File: src/hw/rtl/drt_pkg.sv
// Shared types and constants for the divider and reload timer.
// Used by every module of the block; depends on nothing.
package drt_pkg;

  localparam int unsigned DRT_DIVIDER_TICKS = 61;

  localparam int unsigned KIND_W = 2;
  localparam int unsigned SEL_W  = 2;
  localparam int unsigned BYTE_W = 8;

  // Request kinds
  localparam logic [KIND_W-1:0] KIND_TICK  = 2'd0;
  localparam logic [KIND_W-1:0] KIND_WRITE = 2'd1;
  localparam logic [KIND_W-1:0] KIND_READ  = 2'd2;

  // Register selects
  localparam logic [SEL_W-1:0] REG_DIV     = 2'd0;
  localparam logic [SEL_W-1:0] REG_COUNT   = 2'd1;
  localparam logic [SEL_W-1:0] REG_RELOAD  = 2'd2;
  localparam logic [SEL_W-1:0] REG_CONTROL = 2'd3;

  localparam int unsigned TIMER_EN_BIT = 2;
  localparam logic [BYTE_W-1:0] BYTE_MAX = 8'hFF;

  typedef struct packed {
    logic [KIND_W-1:0] kind;
    logic [SEL_W-1:0]  reg_select;
    logic [BYTE_W-1:0] write_data;
  } drt_item_t;

  typedef struct packed {
    logic              timer_irq;
    logic [BYTE_W-1:0] read_data;
  } drt_result_t;

  // Timer prescaler limit picked by control bits 1:0
  function automatic logic [BYTE_W-1:0] timer_limit(input logic [1:0] rate);
    logic [BYTE_W-1:0] lim;
    case (rate)
      2'd0:    lim = 8'd244;
      2'd1:    lim = 8'd4;
      2'd2:    lim = 8'd15;
      default: lim = 8'd61;
    endcase
    return lim;
  endfunction

endpackage

File: src/hw/rtl/drt_in_stage.sv
// Input register of the timer: captures one request and holds it until
// the register stage takes it. Depends on drt_pkg.
module drt_in_stage
  import drt_pkg::*;
(
  input  logic      clk,
  input  logic      rst_n,
  input  logic      in_valid,
  output logic      in_ready,
  input  drt_item_t in_item,
  output logic      item_valid,
  input  logic      item_take,
  output drt_item_t item
);

  logic      valid_r, valid_nxt;
  drt_item_t item_r;
  logic      load;

  assign in_ready  = !valid_r || item_take;
  assign load      = in_valid && in_ready;
  assign valid_nxt = load ? 1'b1 : (item_take ? 1'b0 : valid_r);

  always_ff @(posedge clk) begin
    if (!rst_n) begin
      valid_r <= 1'b0;
    end else begin
      valid_r <= valid_nxt;
    end
  end

  always_ff @(posedge clk) begin
    if (load) begin
      item_r <= in_item;
    end
  end

  assign item_valid = valid_r;
  assign item       = item_r;

endmodule

File: src/hw/rtl/drt_regs.sv
// Timer register file and tick logic: divider, counter, reload, control and
// both prescalers, updated once per request taken. Depends on drt_pkg.
module drt_regs
  import drt_pkg::*;
#(
  parameter int unsigned DIVIDER_TICKS = DRT_DIVIDER_TICKS
) (
  input  logic        clk,
  input  logic        rst_n,
  input  logic        fire,
  input  drt_item_t   item,
  output drt_result_t result
);

  localparam logic [BYTE_W-1:0] DivLimit = BYTE_W'(DIVIDER_TICKS);

  logic [BYTE_W-1:0] div_pre_r, div_pre_nxt;
  logic [BYTE_W-1:0] div_r, div_nxt;
  logic [BYTE_W-1:0] tim_pre_r, tim_pre_nxt;
  logic [BYTE_W-1:0] count_r, count_nxt;
  logic [BYTE_W-1:0] reload_r, reload_nxt;
  logic [BYTE_W-1:0] control_r, control_nxt;

  logic              is_tick;
  logic [BYTE_W-1:0] div_pre_inc;
  logic [BYTE_W-1:0] tim_pre_inc;
  logic              tim_hit;
  logic              irq;

  assign is_tick     = fire && (item.kind == KIND_TICK);
  assign div_pre_inc = div_pre_r + 8'd1;
  assign tim_pre_inc = tim_pre_r + 8'd1;
  assign tim_hit     = control_r[TIMER_EN_BIT] && (tim_pre_inc >= timer_limit(control_r[1:0]));
  assign irq         = is_tick && tim_hit && (count_r == BYTE_MAX);

  always_comb begin
    div_pre_nxt = div_pre_r;
    div_nxt     = div_r;
    tim_pre_nxt = tim_pre_r;
    count_nxt   = count_r;
    reload_nxt  = reload_r;
    control_nxt = control_r;
    if (is_tick) begin
      if (div_pre_inc == DivLimit) begin
        div_pre_nxt = '0;
        div_nxt     = div_r + 8'd1;
      end else begin
        div_pre_nxt = div_pre_inc;
      end
      if (control_r[TIMER_EN_BIT]) begin
        if (tim_hit) begin
          tim_pre_nxt = '0;
          // wrap from the top loads the reload byte
          count_nxt   = (count_r == BYTE_MAX) ? reload_r : count_r + 8'd1;
        end else begin
          tim_pre_nxt = tim_pre_inc;
        end
      end
    end else if (fire && (item.kind == KIND_WRITE)) begin
      unique case (item.reg_select)
        REG_DIV:     div_nxt     = item.write_data;
        REG_COUNT:   count_nxt   = item.write_data;
        REG_RELOAD:  reload_nxt  = item.write_data;
        REG_CONTROL: control_nxt = item.write_data;
        default:     control_nxt = item.write_data;
      endcase
    end
  end

  always_comb begin
    result.timer_irq = irq;
    result.read_data = '0;
    if (item.kind == KIND_READ) begin
      unique case (item.reg_select)
        REG_DIV:     result.read_data = div_r;
        REG_COUNT:   result.read_data = count_r;
        REG_RELOAD:  result.read_data = reload_r;
        REG_CONTROL: result.read_data = control_r;
        default:     result.read_data = control_r;
      endcase
    end
  end

  always_ff @(posedge clk) begin
    if (!rst_n) begin
      div_pre_r <= '0;
      div_r     <= '0;
      tim_pre_r <= '0;
      count_r   <= '0;
      reload_r  <= '0;
      control_r <= '0;
    end else begin
      div_pre_r <= div_pre_nxt;
      div_r     <= div_nxt;
      tim_pre_r <= tim_pre_nxt;
      count_r   <= count_nxt;
      reload_r  <= reload_nxt;
      control_r <= control_nxt;
    end
  end

`ifndef NO_ASSERTIONS
  a_irq_needs_wrap: assert property (@(posedge clk) disable iff (!rst_n)
    irq |-> (item.kind == KIND_TICK) && (count_r == BYTE_MAX) && control_r[TIMER_EN_BIT])
    else $error("timer irq without counter wrap");

  a_reload_on_irq: assert property (@(posedge clk) disable iff (!rst_n)
    irq |=> count_r == $past(reload_r))
    else $error("counter not reloaded on overflow");

  a_div_pre_cleared: assert property (@(posedge clk) disable iff (!rst_n)
    div_pre_r != DivLimit)
    else $error("divider prescaler held its limit");
`endif

endmodule

File: src/hw/rtl/drt_out_stage.sv
// Result register of the timer: holds one result until the sink takes it.
// Depends on drt_pkg.
module drt_out_stage
  import drt_pkg::*;
(
  input  logic        clk,
  input  logic        rst_n,
  input  logic        res_valid,
  output logic        res_ready,
  input  drt_result_t res,
  output logic        out_valid,
  input  logic        out_ready,
  output drt_result_t out_res
);

  logic        valid_r, valid_nxt;
  drt_result_t res_r;
  logic        load;

  assign res_ready = !valid_r || out_ready;
  assign load      = res_valid && res_ready;
  assign valid_nxt = load ? 1'b1 : (out_ready ? 1'b0 : valid_r);

  always_ff @(posedge clk) begin
    if (!rst_n) begin
      valid_r <= 1'b0;
    end else begin
      valid_r <= valid_nxt;
    end
  end

  always_ff @(posedge clk) begin
    if (load) begin
      res_r <= res;
    end
  end

  assign out_valid = valid_r;
  assign out_res   = res_r;

endmodule

File: src/hw/rtl/divider_and_reload_timer_core.sv
// Top level of the divider and reload timer; instantiates drt_in_stage,
// drt_regs and drt_out_stage, types from drt_pkg.
//
// Each request (a tick, a register write or a register read) gives exactly
// one result. One request is taken every clock cycle while the sink keeps
// out_tready high. A request is accepted into the input register. Once the
// result register can take it, it passes through the register update into
// the result register, whose output is on out_tdata until the sink takes it.
// When a result waits at the output, the request behind it stays in the
// input register. One more request can still be accepted until that register
// fills. After that, in_tready stays low until the sink takes the result.
// The divider advances every DIVIDER_TICKS ticks. The counter advances at
// the rate picked by control bits 1:0 while control bit 2 is set. A wrap
// from 255 reloads the counter and sets timer_irq for that tick.
module divider_and_reload_timer_core
  import drt_pkg::*;
#(
  parameter int unsigned DIVIDER_TICKS = DRT_DIVIDER_TICKS
) (
  input  logic        clk,
  input  logic        rst_n,
  input  logic        in_tvalid,
  output logic        in_tready,
  input  logic [15:0] in_tdata,   // [1:0] reg_select, [9:2] write_data, rest zero
  input  logic [1:0]  in_tuser,   // [1:0] kind
  output logic        out_tvalid,
  input  logic        out_tready,
  output logic [15:0] out_tdata   // [7:0] read_data, [8] timer_irq, rest zero
);

  drt_item_t   in_item;
  drt_item_t   item;
  logic        item_valid;
  logic        fire;
  logic        res_ready;
  drt_result_t res;
  drt_result_t out_res;

  assign in_item.kind       = in_tuser;
  assign in_item.reg_select = in_tdata[1:0];
  assign in_item.write_data = in_tdata[9:2];

  assign fire = item_valid && res_ready;

  drt_in_stage u_in (
    .clk       (clk),
    .rst_n     (rst_n),
    .in_valid  (in_tvalid),
    .in_ready  (in_tready),
    .in_item   (in_item),
    .item_valid(item_valid),
    .item_take (fire),
    .item      (item)
  );

  drt_regs #(
    .DIVIDER_TICKS(DIVIDER_TICKS)
  ) u_regs (
    .clk   (clk),
    .rst_n (rst_n),
    .fire  (fire),
    .item  (item),
    .result(res)
  );

  drt_out_stage u_out (
    .clk      (clk),
    .rst_n    (rst_n),
    .res_valid(item_valid),
    .res_ready(res_ready),
    .res      (res),
    .out_valid(out_tvalid),
    .out_ready(out_tready),
    .out_res  (out_res)
  );

  assign out_tdata = {7'd0, out_res.timer_irq, out_res.read_data};

endmodule

File: config.mk
export PLATFORM = sky130hd
export DESIGN_NAME = divider_and_reload_timer_core
export DESIGN_NICKNAME = d
export VERILOG_FILES = /design/src/hw/rtl/drt_pkg.sv /design/src/hw/rtl/drt_in_stage.sv /design/src/hw/rtl/drt_regs.sv /design/src/hw/rtl/drt_out_stage.sv /design/src/hw/rtl/divider_and_reload_timer_core.sv
export SDC_FILE = /design/constraint.sdc
export NUM_CORES = 1
export LEC_CHECK = 0
export BUFFER_PORTS_ARGS = -buffer_cell sky130_fd_sc_hd__buf_2
export CORE_ASPECT_RATIO = 0.8
export CORE_MARGIN = 5
export CORE_UTILIZATION = 55
export CTS_CLUSTER_SIZE = 12
export DETAILED_ROUTE_END_ITERATION = 8
export GPL_ROUTABILITY_DRIVEN = 0
export HOLD_SLACK_MARGIN = 0.06
export PLACE_DENSITY = 0.78
export SYNTH_ARGS = -nofsm -noshare
export SYNTH_HDL_FRONTEND = slang
export SYNTH_SLANG_ARGS = --single-unit
File: constraint.sdc
create_clock -name clk -period 2.65 [get_ports clk]
set_input_delay 0.53 -clock clk [delete_from_list [all_inputs] [get_ports clk]]
set_output_delay 0.53 -clock clk [all_outputs]
set_load 0.01 [all_outputs]
==> flow_summary.yaml <==
run_status:
  status: "finished, final reports clean"
yosys:
  yosys_warnings: 0
  ys_seq_area_share_pct: 42.6
  synthFlopType: "dfxtp_1"
  async_flop_share_pct: 0
  yosys.area.top_type_share_pct: 26.2
  syn_area_sq_mm: 0.00383
  synth.largest_area_cell: "dfxtp_1"
  ys_seq_elements: 71
  syn_inst: 398
  synthDistinctLibCells: 59
  yosysMostFrequentCell: "dfxtp_1"
  synthTopCellsByArea: "dfxtp_1 (26%), edfxtp_1 (16%), mux2i_1 (6.5%), ha_1 (4.9%), mux4_2 (4.7%)"
  postSynthAreaPerCell_sq_um: 9.61
  synth_common_cells: "dfxtp_1 (50), nor2_1 (45), nand2_1 (38)"
  synth_edf_count: 21
floorplanning:
  die_h_microns: 84.6
  rows: 27
  dieArea_sq_mm: 0.00873
  coreArea_sq_mm: 0.00682
  die_width_microns: 103
  initial_utilization_pct: 56.1
  io-pin-count: 40
global_routing:
  grt_pass1_wl_microns: 14100
  grt_usage_pct: 20.7
  overflow: 0
  grt_start_max_net_pins: 38
  antenna_found_initial: 0
  grt_pass1_vias: 2929
setup_path:
  critPathBufInv: 1
  worstPathCellList: "nand2_1, nor2_4, nand3_1, xnor2_1, ha_1, o21ai_0, nor2_1, nor3_2, o31ai_4, buf_12, mux2i_1, nor2_1"
  critPathArrivalTime_ns: 2.70
  r2r-start: "u_regs.tim_pre_r[3]"
  slowest_delay_ns: 0.38
  critical-path-top-delay-family: "simple AND/OR/NAND/NOR gates"
  critPathSlowestCell: "dfxtp_4"
  crit_start: "u_regs.tim_pre_r[3]"
  worstSetupStartpointType: "flip-flop"
  crit_fanout: 7
  end_kind: "flip-flop"
  crit_top_cell: "nor2_1"
  required_ns: 2.86
  path_class: "reg -> reg"
sta:
  slew_headroom_pct: 40.6
  setup_viol: 0
  slew_viol_final: 0
  worst_slew_pin_slew_ns: 0.890
  fin_ws_ns: 0.160
  fmax_mhz: 402
  fin_hold_ws_ns: 0.352
  hold_viol: 0
  clock_skew_ns: 0.00847
  period_share_pct: 94.0
  finalCriticalPeriod_ns: 2.49
clocking:
  clk_pin_slew_ns: 0.07
  insertion_delay_ns: 0.35
  clock_sinks: 71
  cts_tree: "built"
  numCtsBuffers: 9
  htree_levels: 3
  clock-root-buffer: "clkbuf_8"
  clockBufferDepth: 2
  holdBufCountCts: 0
drt:
  num_vias: 3032
  vias_per_cell: 5.83
  drtPass1Iterations: 5
  routed_wl_microns: 8400
  post_drt_wl_per_cell_microns: 16.2
  drtIter0Drc: 168
  postRouteAntennaNets: 0
  drc: 0
pwr:
  power_frac_comb_pct: 5.0
  p_switching_uw: 488
  clock_power_share_pct: 41.8
  p_leak_uw: 0.00166
  swShare_pct: 22.3
  power_uw: 2190
  p_int_uw: 1700
  vdd_drop_max_v: 0.000332
  power-per-cell-area_mw_per_mm2: 505
  sequentialPowerShare_pct: 53.2
place:
  place.detailed.hpwl_microns: 5800
  place_ws_ns: 0.0322
  post-place-cells: 501
  dpl_cell_area_sq_mm: 0.00402
  portBuffers: 26
hold_path:
  hold_path_class: "in -> reg"
  hold_path.startpoint: "in_tdata[1]"
layout:
  final_cells: 520
  fin_nets: 465
  diodes: 0
  drive_gt1_share_pct: 19.9
  areaGrowthSynthToFinish_pct: 13.4
  final_area_sq_mm: 0.00434
flow_run:
  cap_violations: 0
## registers in the layout, summed over array words and instances, names as in the netlist
register and flops:
u_in.item 12, u_out.out_res 9, u_regs.control_r 8, u_regs.count_r 8
u_regs.div_pre_r 8, u_regs.div_r 8, u_regs.reload_r 8, u_regs.tim_pre_r 8
u_in.item_valid 1, u_out.out_valid 1
## power groups by stage
stage,Combinational (uW),Sequential [uW],Clock (uW)
after floorplan,84.8,1180,0
after global placement,104,1190,0
after detailed placement,107,1190,0
after CTS,108,1170,931
after global routing,120,1170,990
final,109,1170,916
## cells by family after synthesis
| kind of cell | count (synthesis) | synth area share [%] |
|---|---|---|
| AND/OR/NAND/NOR | 159 | 20.5 |
| flip-flops | 71 | 42.6 |
| AO/OA/AOI/OAI | 67 | 12.1 |
| buffers and inverters | 36 | 4.77 |
| multiplexers | 34 | 11.5 |
| adder cells (fa/ha/maj) | 15 | 4.91 |
| XOR/XNOR | 15 | 3.43 |
| other | 1 | 0.0980 |
## metal layers
metal | vias to the layer above | wire [microns] | track usage [%] | part of all wire (%)
met5 | - | 0 | 0 | 0
met4 | 0 | 157 | 7.18 | 1.9
met3 | 16 | 681 | 6.56 | 8.1
met2 | 105 | 3760 | 30.9 | 45
met1 | 1441 | 3810 | 28.3 | 45
li1 | 1470 | - | - | -
## timing repair
| action | in CTS | in global routing |
|---|---|---|
| endpoints found under the setup margin | 0 | 13 |
| resized for setup | 0 | 20 |
| setup buffers | 0 | 2 |
## per-stage QoR
step           TNS, ns  utilization, %
4_1_cts              0            61.9
3_5_place_dp         0            58.9
3_3_place_gp         0            58.9
6_report             0            63.6
5_1_grt        -0.0963            63.6
2_1_floorplan        0               -
## worst paths after layout
kind,slack [ns],endpoint,depth (start not counted)
worst min register to register,0.47,u_regs.tim_pre_r[7],2
worst max-delay path,0.16,u_regs.count_r[1],12
worst max register to register,0.16,u_regs.count_r[1],12
worst min-delay path,0.35,u_in.item[9],1
## final cells by class
type,instances,area [sq um]
clock buffer,11,131
clock inverter,5,72.6
fill,552,2480
inverter,12,45.0
multi-input combinational,297,2090
sequential,71,1650
tap,87,109
timing repair buffer,37,243
## cell usage in the layout (no fill, tap or decap), types with 3 or more instances in the layout
cell type,netlist,routed
o22ai_1,4,4
buf_4,8,9
o21ai_0,10,10
xnor2_1,7,6
mux4_2,8,8
nand3_1,23,21
dfxtp_4,0,3
o31ai_1,3,3
nand2b_1,4,4
a21oi_1,19,19
nor2_1,45,43
dfxtp_1,50,45
conb_1,1,7
xor2_1,8,7
nor3_1,6,5
nand4_1,6,6
buf_2,2,26
nand2_1,38,38
edfxtp_1,21,21
o211ai_1,6,6
o21ai_1,6,6
clkbuf_8,0,9
ha_1,15,13
and3_1,5,5
mux2i_1,25,25
nor2b_1,13,13
inv_1,11,11
No activity file was read; power rests on OpenSTA's default activity.
